### src/rtl/hed_pkg.sv
// hed_pkg: constants, state and command types shared by the entity decoder
// controller, datapath and top level
// no dependencies
`default_nettype none

package hed_pkg;

	// longest entity span: the ampersand and the body, without the semicolon
	localparam int MAX_ENTITY_SPAN = 10;
	localparam int BODY_MAX        = MAX_ENTITY_SPAN - 1;
	// held count reaches MAX_ENTITY_SPAN for one rescan (body plus new byte)
	localparam int CNT_W           = $clog2(MAX_ENTITY_SPAN + 1);
	localparam int IDX_W           = $clog2(MAX_ENTITY_SPAN);

	typedef enum logic [3:0] {
		ST_IDLE,
		ST_EXEC,
		ST_RESCAN,
		ST_FL_AMP,
		ST_FL_BODY,
		ST_DEC,
		ST_NUM,
		ST_LIT_AMP,
		ST_LIT_BODY
	} hed_state_t;

	// source of an emitted byte
	typedef enum logic [2:0] {
		EM_BYTE,
		EM_AMP,
		EM_SEMI,
		EM_HEAD,
		EM_IDX,
		EM_NAMED,
		EM_CODE
	} hed_emit_t;

	typedef struct packed {
		logic      in_ready;
		logic      emit;
		hed_emit_t emit_sel;
		logic      finish;
		logic      hold;
		logic      set_ent;
		logic      ent_off;
		logic      drop;
		logic      shift;
		logic      idx_clr;
		logic      idx_inc;
		logic      num_init;
		logic      num_step;
	} hed_cmd_t;

	typedef struct packed {
		logic in_valid;
		logic emit_ok;
		logic stg_valid;
		logic out_free;
		logic last;
		logic in_ent;
		logic b_is_amp;
		logic b_is_semi;
		logic cnt_full;
		logic cnt_zero;
		logic head_is_amp;
		logic idx_end;
		logic named_hit;
		logic num_start;
		logic digit_bad;
		logic code_ok;
	} hed_status_t;

endpackage

`default_nettype wire

### src/rtl/hed_in_if.sv
// hed_in_if: input text channel, one byte per transfer
// no dependencies
`default_nettype none

interface hed_in_if;
	logic       valid;
	logic       ready;
	logic [7:0] in_byte;
	logic       text_last;

	modport source(output valid, in_byte, text_last, input ready);
	modport sink(input valid, in_byte, text_last, output ready);
endinterface

`default_nettype wire

### src/rtl/hed_out_if.sv
// hed_out_if: decoded text channel, one byte per transfer
// no dependencies
`default_nettype none

interface hed_out_if;
	logic       valid;
	logic       ready;
	logic [7:0] out_byte;
	logic       run_last;
	logic       text_done;

	modport source(output valid, out_byte, run_last, text_done, input ready);
	modport sink(input valid, out_byte, run_last, text_done, output ready);
endinterface

`default_nettype wire

### src/rtl/hed_dp.sv
// hed_dp: entity decoder datapath: held body bytes, numeric accumulator,
// staging byte and output register
// depends on hed_pkg, hed_in_if, hed_out_if
`default_nettype none

module hed_dp
	import hed_pkg::*;
(
	input  wire logic       clk,
	input  wire logic       arst_n,
	hed_in_if.sink          raw,
	hed_out_if.source       decoded,
	input  wire hed_cmd_t   cmd,
	output hed_status_t     sts
);

	localparam logic [7:0] CH_AMP   = 8'h26;
	localparam logic [7:0] CH_SEMI  = 8'h3B;
	localparam logic [7:0] CH_HASH  = 8'h23;
	localparam logic [7:0] CH_SPACE = 8'h20;
	localparam logic [7:0] CODE_CAP = 8'd128;

	logic [7:0]       held_q [MAX_ENTITY_SPAN];
	logic [CNT_W-1:0] cnt_q;
	logic [CNT_W-1:0] idx_q;
	logic             in_ent_q;
	logic [7:0]       b_q;
	logic             last_q;
	logic             hex_q;
	logic [7:0]       code_q;
	logic             stg_valid_q;
	logic [7:0]       stg_byte_q;
	logic             out_valid_q;
	logic [7:0]       out_byte_q;
	logic             run_last_q;
	logic             text_done_q;

	logic [7:0]  cur;
	logic [3:0]  dig;
	logic        dig_ok;
	logic        dig_dec;
	logic [11:0] prod;
	logic [11:0] sum;
	logic [7:0]  code_next;
	logic        named_hit;
	logic [7:0]  named_byte;
	logic        hex_start;
	logic [7:0]  emit_byte;
	logic        out_free;
	logic        push;

	assign cur = held_q[idx_q[IDX_W-1:0]];

	// hex digit value of the byte at the walk index
	always_comb begin
		dig     = '0;
		dig_ok  = 1'b0;
		dig_dec = 1'b0;
		if (cur inside {[8'h30:8'h39]}) begin
			dig     = 4'(cur - 8'h30);
			dig_ok  = 1'b1;
			dig_dec = 1'b1;
		end else if (cur inside {[8'h61:8'h66]}) begin
			dig    = 4'(cur - 8'h57);
			dig_ok = 1'b1;
		end else if (cur inside {[8'h41:8'h46]}) begin
			dig    = 4'(cur - 8'h37);
			dig_ok = 1'b1;
		end
	end

	// saturating accumulate, code stays at or below the cap
	always_comb begin
		prod = hex_q ? {code_q, 4'b0000} : ({4'b0000, code_q} << 3) + ({4'b0000, code_q} << 1);
		sum  = prod + {8'h00, dig};
		code_next = (sum > {4'b0000, CODE_CAP}) ? CODE_CAP : sum[7:0];
	end

	always_comb begin
		named_hit  = 1'b1;
		named_byte = '0;
		if (cnt_q == CNT_W'(3) && {held_q[0], held_q[1], held_q[2]} == "amp") begin
			named_byte = CH_AMP;
		end else if (cnt_q == CNT_W'(2) && {held_q[0], held_q[1]} == "lt") begin
			named_byte = 8'h3C;
		end else if (cnt_q == CNT_W'(2) && {held_q[0], held_q[1]} == "gt") begin
			named_byte = 8'h3E;
		end else if (cnt_q == CNT_W'(4)
			&& {held_q[0], held_q[1], held_q[2], held_q[3]} == "quot") begin
			named_byte = 8'h22;
		end else if (cnt_q == CNT_W'(4)
			&& {held_q[0], held_q[1], held_q[2], held_q[3]} == "apos") begin
			named_byte = 8'h27;
		end else if (cnt_q == CNT_W'(4)
			&& {held_q[0], held_q[1], held_q[2], held_q[3]} == "nbsp") begin
			named_byte = CH_SPACE;
		end else begin
			named_hit = 1'b0;
		end
	end

	assign hex_start = (cnt_q > CNT_W'(2)) && (held_q[1] == "x" || held_q[1] == "X");

	always_comb begin
		case (cmd.emit_sel)
			EM_BYTE:  emit_byte = b_q;
			EM_AMP:   emit_byte = CH_AMP;
			EM_SEMI:  emit_byte = CH_SEMI;
			EM_HEAD:  emit_byte = held_q[0];
			EM_IDX:   emit_byte = cur;
			EM_NAMED: emit_byte = named_byte;
			EM_CODE:  emit_byte = code_q;
			default:  emit_byte = b_q;
		endcase
	end

	assign out_free = !out_valid_q || decoded.ready;
	assign push     = stg_valid_q && (cmd.emit || cmd.finish);

	// input capture
	always_ff @(posedge clk) begin
		if (raw.valid && cmd.in_ready) begin
			b_q    <= raw.in_byte;
			last_q <= raw.text_last;
		end
	end

	// held body: written at the fill count, shifted toward slot zero on rescan
	always_ff @(posedge clk) begin
		for (int i = 0; i < MAX_ENTITY_SPAN; i++) begin
			if (cmd.shift) begin
				if (i < MAX_ENTITY_SPAN - 1) begin
					held_q[i] <= held_q[i + 1];
				end
			end else if (cmd.hold && cnt_q == CNT_W'(i)) begin
				held_q[i] <= b_q;
			end
		end
	end

	always_ff @(posedge clk or negedge arst_n) begin
		if (!arst_n) begin
			cnt_q    <= '0;
			in_ent_q <= 1'b0;
		end else begin
			if (cmd.drop) begin
				cnt_q    <= '0;
				in_ent_q <= 1'b0;
			end else begin
				if (cmd.hold) begin
					cnt_q <= cnt_q + CNT_W'(1);
				end else if (cmd.shift) begin
					cnt_q <= cnt_q - CNT_W'(1);
				end
				if (cmd.set_ent) begin
					in_ent_q <= 1'b1;
				end else if (cmd.ent_off) begin
					in_ent_q <= 1'b0;
				end
			end
		end
	end

	// walk index and numeric accumulator
	always_ff @(posedge clk) begin
		if (cmd.num_init) begin
			hex_q  <= hex_start;
			idx_q  <= hex_start ? CNT_W'(2) : CNT_W'(1);
			code_q <= '0;
		end else if (cmd.num_step) begin
			idx_q  <= idx_q + CNT_W'(1);
			code_q <= code_next;
		end else if (cmd.idx_clr) begin
			idx_q <= '0;
		end else if (cmd.idx_inc) begin
			idx_q <= idx_q + CNT_W'(1);
		end
	end

	// staging byte: held back until it is known whether it closes the item
	always_ff @(posedge clk or negedge arst_n) begin
		if (!arst_n) begin
			stg_valid_q <= 1'b0;
		end else if (cmd.emit) begin
			stg_valid_q <= 1'b1;
		end else if (cmd.finish) begin
			stg_valid_q <= 1'b0;
		end
	end

	always_ff @(posedge clk) begin
		if (cmd.emit) begin
			stg_byte_q <= emit_byte;
		end
	end

	always_ff @(posedge clk or negedge arst_n) begin
		if (!arst_n) begin
			out_valid_q <= 1'b0;
		end else if (push) begin
			out_valid_q <= 1'b1;
		end else if (decoded.ready) begin
			out_valid_q <= 1'b0;
		end
	end

	always_ff @(posedge clk) begin
		if (push) begin
			out_byte_q  <= stg_byte_q;
			run_last_q  <= cmd.finish;
			text_done_q <= cmd.finish && last_q;
		end
	end

	assign raw.ready         = cmd.in_ready;
	assign decoded.valid     = out_valid_q;
	assign decoded.out_byte  = out_byte_q;
	assign decoded.run_last  = run_last_q;
	assign decoded.text_done = text_done_q;

	always_comb begin
		sts.in_valid    = raw.valid;
		sts.emit_ok     = !stg_valid_q || out_free;
		sts.stg_valid   = stg_valid_q;
		sts.out_free    = out_free;
		sts.last        = last_q;
		sts.in_ent      = in_ent_q;
		sts.b_is_amp    = b_q == CH_AMP;
		sts.b_is_semi   = b_q == CH_SEMI;
		sts.cnt_full    = cnt_q == CNT_W'(BODY_MAX);
		sts.cnt_zero    = cnt_q == '0;
		sts.head_is_amp = held_q[0] == CH_AMP;
		sts.idx_end     = idx_q == cnt_q;
		sts.named_hit   = named_hit;
		sts.num_start   = (cnt_q != '0) && (held_q[0] == CH_HASH);
		sts.digit_bad   = !dig_ok || (!hex_q && !dig_dec);
		sts.code_ok     = (code_q != '0) && (code_q < CODE_CAP);
	end

endmodule

`default_nettype wire

### src/rtl/hed_ctrl.sv
// hed_ctrl: entity decoder sequencer, drives datapath commands from status
// depends on hed_pkg
`default_nettype none

module hed_ctrl
	import hed_pkg::*;
(
	input  wire logic        clk,
	input  wire logic        arst_n,
	input  wire hed_status_t sts,
	output hed_cmd_t         cmd
);

	hed_state_t state_q;
	hed_state_t state_d;

	always_ff @(posedge clk or negedge arst_n) begin
		if (!arst_n) begin
			state_q <= ST_IDLE;
		end else begin
			state_q <= state_d;
		end
	end

	always_comb begin
		state_d = state_q;
		case (state_q)
			ST_IDLE: begin
				if (sts.in_valid && sts.emit_ok) begin
					state_d = ST_EXEC;
				end
			end
			ST_EXEC: begin
				if (!sts.in_ent) begin
					state_d = (sts.b_is_amp && sts.last) ? ST_FL_AMP : ST_IDLE;
				end else if (sts.b_is_semi) begin
					state_d = ST_DEC;
				end else if (!sts.cnt_full) begin
					state_d = sts.last ? ST_FL_AMP : ST_IDLE;
				end else begin
					state_d = ST_RESCAN;
				end
			end
			ST_RESCAN: begin
				if (sts.in_ent || sts.cnt_zero) begin
					state_d = (sts.in_ent && sts.last) ? ST_FL_AMP : ST_IDLE;
				end
			end
			ST_FL_AMP: begin
				if (sts.emit_ok) begin
					state_d = ST_FL_BODY;
				end
			end
			ST_FL_BODY: begin
				if (sts.idx_end) begin
					state_d = ST_IDLE;
				end
			end
			ST_DEC: begin
				if (sts.named_hit) begin
					if (sts.emit_ok) begin
						state_d = ST_IDLE;
					end
				end else if (sts.num_start) begin
					state_d = ST_NUM;
				end else begin
					state_d = ST_LIT_AMP;
				end
			end
			ST_NUM: begin
				if (sts.idx_end) begin
					if (!sts.code_ok) begin
						state_d = ST_LIT_AMP;
					end else if (sts.emit_ok) begin
						state_d = ST_IDLE;
					end
				end else if (sts.digit_bad) begin
					state_d = ST_LIT_AMP;
				end
			end
			ST_LIT_AMP: begin
				if (sts.emit_ok) begin
					state_d = ST_LIT_BODY;
				end
			end
			ST_LIT_BODY: begin
				if (sts.idx_end && sts.emit_ok) begin
					state_d = ST_IDLE;
				end
			end
			default: state_d = ST_IDLE;
		endcase
	end

	always_comb begin
		cmd          = '0;
		cmd.emit_sel = EM_BYTE;
		case (state_q)
			ST_IDLE: begin
				cmd.in_ready = sts.emit_ok;
				cmd.finish   = sts.stg_valid && sts.out_free;
			end
			ST_EXEC: begin
				if (!sts.in_ent) begin
					if (sts.b_is_amp) begin
						cmd.set_ent = 1'b1;
					end else begin
						cmd.emit = 1'b1;
					end
				end else if (sts.b_is_semi) begin
					cmd.emit = 1'b0;
				end else if (!sts.cnt_full) begin
					cmd.hold = 1'b1;
				end else begin
					// no semicolon in reach: ampersand goes out, body is rescanned
					cmd.hold     = 1'b1;
					cmd.ent_off  = 1'b1;
					cmd.emit     = 1'b1;
					cmd.emit_sel = EM_AMP;
				end
			end
			ST_RESCAN: begin
				if (!sts.in_ent && !sts.cnt_zero) begin
					if (sts.head_is_amp) begin
						cmd.shift   = 1'b1;
						cmd.set_ent = 1'b1;
					end else if (sts.emit_ok) begin
						cmd.shift    = 1'b1;
						cmd.emit     = 1'b1;
						cmd.emit_sel = EM_HEAD;
					end
				end
			end
			ST_FL_AMP, ST_LIT_AMP: begin
				if (sts.emit_ok) begin
					cmd.emit     = 1'b1;
					cmd.emit_sel = EM_AMP;
					cmd.idx_clr  = 1'b1;
				end
			end
			ST_FL_BODY: begin
				if (sts.idx_end) begin
					cmd.drop = 1'b1;
				end else if (sts.emit_ok) begin
					cmd.emit     = 1'b1;
					cmd.emit_sel = EM_IDX;
					cmd.idx_inc  = 1'b1;
				end
			end
			ST_DEC: begin
				if (sts.named_hit) begin
					if (sts.emit_ok) begin
						cmd.emit     = 1'b1;
						cmd.emit_sel = EM_NAMED;
						cmd.drop     = 1'b1;
					end
				end else if (sts.num_start) begin
					cmd.num_init = 1'b1;
				end
			end
			ST_NUM: begin
				if (sts.idx_end) begin
					if (sts.code_ok && sts.emit_ok) begin
						cmd.emit     = 1'b1;
						cmd.emit_sel = EM_CODE;
						cmd.drop     = 1'b1;
					end
				end else if (!sts.digit_bad) begin
					cmd.num_step = 1'b1;
				end
			end
			ST_LIT_BODY: begin
				if (sts.emit_ok) begin
					cmd.emit = 1'b1;
					if (sts.idx_end) begin
						cmd.emit_sel = EM_SEMI;
						cmd.drop     = 1'b1;
					end else begin
						cmd.emit_sel = EM_IDX;
						cmd.idx_inc  = 1'b1;
					end
				end
			end
			default: cmd.emit_sel = EM_BYTE;
		endcase
	end

endmodule

`default_nettype wire

### src/rtl/html_entity_decoder.sv
// html_entity_decoder: top level of the entity decoder, joins the sequencer
// and the datapath; depends on hed_pkg, hed_in_if, hed_out_if, hed_ctrl, hed_dp
//
// usage
// - raw: input text, one byte per transfer (valid/ready); text_last marks
//   the final byte of a text and flushes any pending entity literally
// - decoded: output text, one byte per transfer; run_last flags the final
//   byte caused by one input transfer, text_done the final byte of the text
// - a plain byte is captured, then staged; the staged byte moves into the
//   output register in the following idle cycle once the output is free
// - an input byte that only extends a pending entity is captured, then held
// - a semicolon moves the sequencer to a decode state that picks the path; a
//   named entity goes out from that state; a numeric code walks its digits,
//   then sends the code; a literal replay sends the ampersand, then each body
//   byte and the semicolon, after the numeric walk when there is one
// - a failed span (no semicolon within reach) replays one held byte per cycle unless the output stalls
// - each output byte passes through a one-entry staging register so that the
//   last byte of an item is known before it is released
// - reset clears the sequencer, the entity flag, the held count and all
//   valid flags; held bytes themselves are not cleared
// - when decoded stalls, the output register holds its byte and the
//   sequencer waits at the next emit; raw is not taken while a staged byte
//   has nowhere to go
`default_nettype none

module html_entity_decoder
	import hed_pkg::*;
(
	input wire logic  clk,
	input wire logic  arst_n,
	hed_in_if.sink    raw,
	hed_out_if.source decoded
);

	// command and status between sequencer and datapath
	hed_cmd_t    cmd;
	hed_status_t sts;

	hed_ctrl u_ctrl (
		.clk    (clk),
		.arst_n (arst_n),
		.sts    (sts),
		.cmd    (cmd)
	);

	// body store, numeric accumulator, staging and output registers
	hed_dp u_dp (
		.clk     (clk),
		.arst_n  (arst_n),
		.raw     (raw),
		.decoded (decoded),
		.cmd     (cmd),
		.sts     (sts)
	);

endmodule

`default_nettype wire

### src/flat_wrapper.sv
// flat-port wrapper written by rule: the top's interface ports become plain ports
module html_entity_decoder_flat import hed_pkg::*;
  (clk, arst_n, raw_valid, raw_in_byte, raw_text_last, raw_ready, decoded_valid, decoded_out_byte, decoded_run_last, decoded_text_done, decoded_ready);
  hed_in_if raw_i ();
  hed_out_if decoded_i ();
  input wire logic clk;
  input wire logic arst_n;
  input wire logic [$bits(raw_i.valid)-1:0] raw_valid;
  input wire logic [$bits(raw_i.in_byte)-1:0] raw_in_byte;
  input wire logic [$bits(raw_i.text_last)-1:0] raw_text_last;
  output wire logic [$bits(raw_i.ready)-1:0] raw_ready;
  output wire logic [$bits(decoded_i.valid)-1:0] decoded_valid;
  output wire logic [$bits(decoded_i.out_byte)-1:0] decoded_out_byte;
  output wire logic [$bits(decoded_i.run_last)-1:0] decoded_run_last;
  output wire logic [$bits(decoded_i.text_done)-1:0] decoded_text_done;
  input wire logic [$bits(decoded_i.ready)-1:0] decoded_ready;
  assign raw_i.valid = raw_valid;
  assign raw_i.in_byte = raw_in_byte;
  assign raw_i.text_last = raw_text_last;
  assign raw_ready = raw_i.ready;
  assign decoded_valid = decoded_i.valid;
  assign decoded_out_byte = decoded_i.out_byte;
  assign decoded_run_last = decoded_i.run_last;
  assign decoded_text_done = decoded_i.text_done;
  assign decoded_i.ready = decoded_ready;
  html_entity_decoder u_core (.clk(clk), .arst_n(arst_n), .raw(raw_i), .decoded(decoded_i));
endmodule
### config.mk
export PLATFORM = sky130hd
export DESIGN_NAME = html_entity_decoder_flat
export DESIGN_NICKNAME = d
export VERILOG_FILES = /design/src/rtl/hed_pkg.sv /design/src/rtl/hed_in_if.sv /design/src/rtl/hed_out_if.sv /design/src/rtl/hed_dp.sv /design/src/rtl/hed_ctrl.sv /design/src/rtl/html_entity_decoder.sv /design/src/flat_wrapper.sv
export SDC_FILE = /design/constraint.sdc
export NUM_CORES = 1
export LEC_CHECK = 0
export BUFFER_PORTS_ARGS = -buffer_cell sky130_fd_sc_hd__buf_2
export CAP_MARGIN = 20
export CORE_ASPECT_RATIO = 0.9
export CORE_UTILIZATION = 45
export CTS_CLUSTER_SIZE = 20
export DETAILED_ROUTE_END_ITERATION = 10
export GPL_ROUTABILITY_DRIVEN = 0
export HOLD_SLACK_MARGIN = 0.03
export PLACE_DENSITY_LB_ADDON = 0.15
export REMOVE_ABC_BUFFERS = 1
export SYNTH_ARGS = -nofsm -noshare
export SYNTH_HDL_FRONTEND = slang
export SYNTH_SLANG_ARGS = --single-unit
### constraint.sdc
create_clock -name clk -period 5.5 [get_ports clk]
set_input_delay 0.55 -clock clk [delete_from_list [all_inputs] [get_ports clk]]
set_output_delay 0.55 -clock clk [all_outputs]
set_load 0.01 [all_outputs]
==> qor.yml <==
global_route:
  grt_overflow: 0
  grt-busiest-layer: "met2"
  first_global_vias: 5694
  antenna_found_initial: 0
  grtUsageMet3_pct: 5.14
  grt_pass1_wl_um: 33600
  grt_max_degree: 26
  track_usage_pct: 24.6
  grt.met2_usage_pct: 36.0
  met1_usage_pct: 35.9
layout:
  final_area_sq_um: 8890
  final_util_pct: 51.8
  multi_input_area_sq_um: 3990
  drive_gt1_share_pct: 25.5
  regArea_sq_um: 3800
  areaGrowthSynthToFinish_pct: 10.9
  instances_no_fill: 960
  diodes: 0
  fillerInstances: 1505
  final_nets: 746
placed_design:
  place_area_sq_um: 8350
  place_inst: 928
  dp_slack_ns: 0.391
  portBuffers: 24
  dp_hpwl_um: 15200
critical_path:
  crit_path_top_delay_cell: "edfxtp_1"
  worst_path_largest_cell_delay_ns: 0.58
  cp_max_fo: 11
  worstReg2RegStart: "u_core.u_dp.idx_q[1]"
  reg2reg_slack_ns: 0.54
  worstReg2RegEnd: "u_core.u_dp.code_q[2]"
  r2r_cells: 19
  critPathKind: "flop to flop"
  cp.required_ns: 5.86
  path_cells: "nor2b_1, o2bb2ai_1, o31ai_2, inv_1, ha_1, or3b_2, and3_1, nand2_1, o21ai_0, ha_1, fa_1, a21oi_1, nor3_1, o21a_1, o21ai_0, o311ai_0, a21oi_1, and3_1, a32o_1"
  worstSetupStartpointType: "flop"
  critPathArrivalTime_ns: 5.32
  endpoint_kind: "flop"
yosys:
  synth_seq_area_share_pct: 47.4
  yosys.area.top_type: "edfxtp_1"
  netlist_instances: 687
  synth_cell_types: 86
  ys.flop_type: "edfxtp_1"
  synth_top_area_share_pct: 41.9
  synth-async-reset-ratio_pct: 8.40
  ys_ff_latch: 131
  postSynthAreaPerCell_sq_um: 11.7
  syn-cell-area_sq_um: 8020
  yosys_warnings: 0
  synth.area.top_cells: "edfxtp_1, mux2_2, dfrtp_1, nand2_1, ha_1"
  synth-edff-count: 112
floorplan:
  io_pins: 25
  die_h_um: 129
  core_sq_um: 17200
  die_area_sq_um: 18400
  initial_utilization_pct: 46.7
  num_rows: 45
  die_width_um: 143
timing:
  grt_setup_unrepaired: "no"
  finalSetupViolations: 0
  finalCritPeriodShare_pct: 90.1
  fin_ws_ns: 0.542
  tightest_slew_ns: 1.06
  fin_setup_tns_ns: 0
  finalClockSkew_ns: 0.0120
  whs_ns: 0.294
  fmax_ghz: 0.202
  final_max_slew_viol_count: 0
  hold_viol: 0
  maxSlewHeadroom_pct: 29.5
  finalCriticalPeriod_ns: 4.96
power_and_ir_drop:
  ir_drop_v: 0.000232
  internal_power_mw: 2.36
  p_switching_mw: 1.19
  p_sw_share_pct: 33.6
  seqPwrFrac_pct: 41.7
  finalPower_mw: 3.55
  powerDensity_nw_per_um2: 399
  comb_power_share_pct: 28.8
  p_leak_nw: 3.29
  p_clk_share_pct: 29.5
routing:
  ant_nets: 0
  drtIter0Drc: 680
  vias: 5970
  wl_per_cell_um: 22.0
  wl_um: 21100
  vias_per_cell: 6.22
  first_pass_iters: 7
  drc_errors: 0
clock_network:
  clk_latency_ns: 0.43
  clk_path_buf_depth: 2
  cts_tree: "yes"
  clock-sinks: 131
  postCtsSetupBuffers: 0
  clk_pin_slew_worst_paths_ns: 0.06
  cts_root_buf: "clkbuf_16"
  ctsHtreeMaxLevel: 4
  cts_buffers: 17
run:
  maxCapViolCount: 0
worst_hold_path:
  hold_path.class: "input pin to flop"
  min_delay_path_depth: 1
  hold_path_end: "u_core.u_dp.b_q[7]"
  hp-start: "raw_in_byte[7]"
status:
  outcome: "finished clean"
[registers in the layout (all words and copies together), names as in the netlist, 4 cells and up]
name	flops
u_core.u_dp.held_q	80
u_core.u_dp.b_q	8
u_core.u_dp.code_q	8
u_core.u_dp.decoded.out_byte	8
u_core.u_dp.stg_byte_q	8
u_core.u_ctrl.state_q	4
u_core.u_dp.cnt_q	4
u_core.u_dp.idx_q	4
[logic make-up (layout without fill, tap and decap cells)]
family                   Yosys count  in the layout  synth area share, %
AO/OA/AOI/OAI                    142            142                 13.6
XOR/XNOR                          17             17                 1.86
adder cells (fa/ha/maj)           20             20                 3.31
buffers and inverters             44             82                 2.92
flip-flops                       131            131                 47.4
multiplexers                     111            111                 15.4
AND/OR/NAND/NOR                  222            222                 15.5
[worst max-delay path: cells and delay by family, from the launching register on]
kind / cells / cell delay, ns
AOI/OAI and AO/OA: 9 / 1.80
adders and majority gates: 3 / 0.88
buffers and inverters: 1 / 0.15
DFF: 1 / 0.58
and+or+nand+nor: 6 / 1.47
[layer usage]
layer | part of all wire [%] | wire [um] | vias to the layer above
met2 | 43 | 9180 | 257
met5 | 0 | 0 | -
met1 | 47 | 9970 | 2942
met3 | 7.0 | 1470 | 41
met4 | 2.3 | 481 | 0
li1 | - | - | 2730
[cells in the final DEF, fill, tap and decap left out, drive strengths merged, types with 8 or more instances in the layout]
master | synthesis | final
o31ai | 8 | 8
nand2b | 9 | 9
or2 | 8 | 8
xnor2 | 9 | 9
a22o | 8 | 8
a21oi | 15 | 15
nand2 | 61 | 61
dfxtp | 8 | 8
o22ai | 8 | 8
xor2 | 8 | 8
nor4b | 8 | 8
mux2i | 20 | 20
nor3 | 11 | 11
dfrtp | 11 | 11
nor2b | 11 | 11
edfxtp | 112 | 112
ha | 18 | 18
clkbuf | 17 | 22
mux2 | 90 | 90
o21ai | 29 | 29
buf | 15 | 38
nand4 | 8 | 8
inv | 12 | 13
a21o | 10 | 10
nand3 | 17 | 17
nor2 | 37 | 37
[area by class of cell]
type	instances	area share [%]
Clock buffer	22	5.00
Tap cell	235	3.31
Clock inverter	9	0.943
Timing Repair Buffer	39	2.65
Multi-Input combinational cell	512	44.9
Inverter	12	0.507
Sequential cell	131	42.7
[repair_timing]
| item | in CTS | in global routing |
|---|---|---|
| resized for setup | 0 | 1 |
| endpoints found under the setup margin | 0 | 8 |
| hold buffers | 1 | 0 |
| hold endpoints to repair | 11 | 0 |
[worst max-delay path by stage]
stage / from / to / slack, ns / cells after the start
after floorplan: u_core.u_dp.idx_q[0] / u_core.u_dp.code_q[1] / 0.37 / 19
after global placement: u_core.u_dp.idx_q[1] / u_core.u_dp.code_q[1] / 0.59 / 19
after detailed placement: u_core.u_dp.idx_q[1] / u_core.u_dp.code_q[2] / 0.39 / 19
after CTS: u_core.u_dp.idx_q[1] / u_core.u_dp.code_q[2] / 0.35 / 19
after global routing: u_core.u_dp.idx_q[1] / u_core.u_dp.code_q[2] / 0.13 / 19
final: u_core.u_dp.idx_q[1] / u_core.u_dp.code_q[2] / 0.54 / 19
[power by group through the flow]
stage / combinational [mW] / sequential [mW] / clock [mW]
6_report: 1.02 / 1.48 / 1.05
5_1_grt: 1.12 / 1.50 / 1.10
4_1_cts: 1.02 / 1.48 / 1.06
3_5_place_dp: 1.01 / 1.49 / 0
3_3_place_gp: 0.996 / 1.49 / 0
2_1_floorplan: 0.639 / 1.50 / 0
[Yosys cell counts (6+ instances only)]
master / number
nor3_1: 11
and3_1: 7
mux2i_1: 20
clkbuf_1: 17
ha_1: 18
edfxtp_1: 112
nor4b_1: 7
a22o_1: 8
nand2_1: 61
a21oi_1: 15
nor2_1: 36
a21o_1: 10
dfxtp_1: 8
xor2_1: 8
o21ai_0: 29
inv_1: 12
or2_2: 7
buf_2: 6
nor2b_1: 11
nand3_1: 17
o22ai_1: 8
nand3b_1: 7
o31ai_1: 6
nand2b_1: 9
xnor2_1: 9
nand4_1: 8
dfrtp_1: 11
mux2_2: 90
No activity file was read; power rests on OpenSTA's default activity.
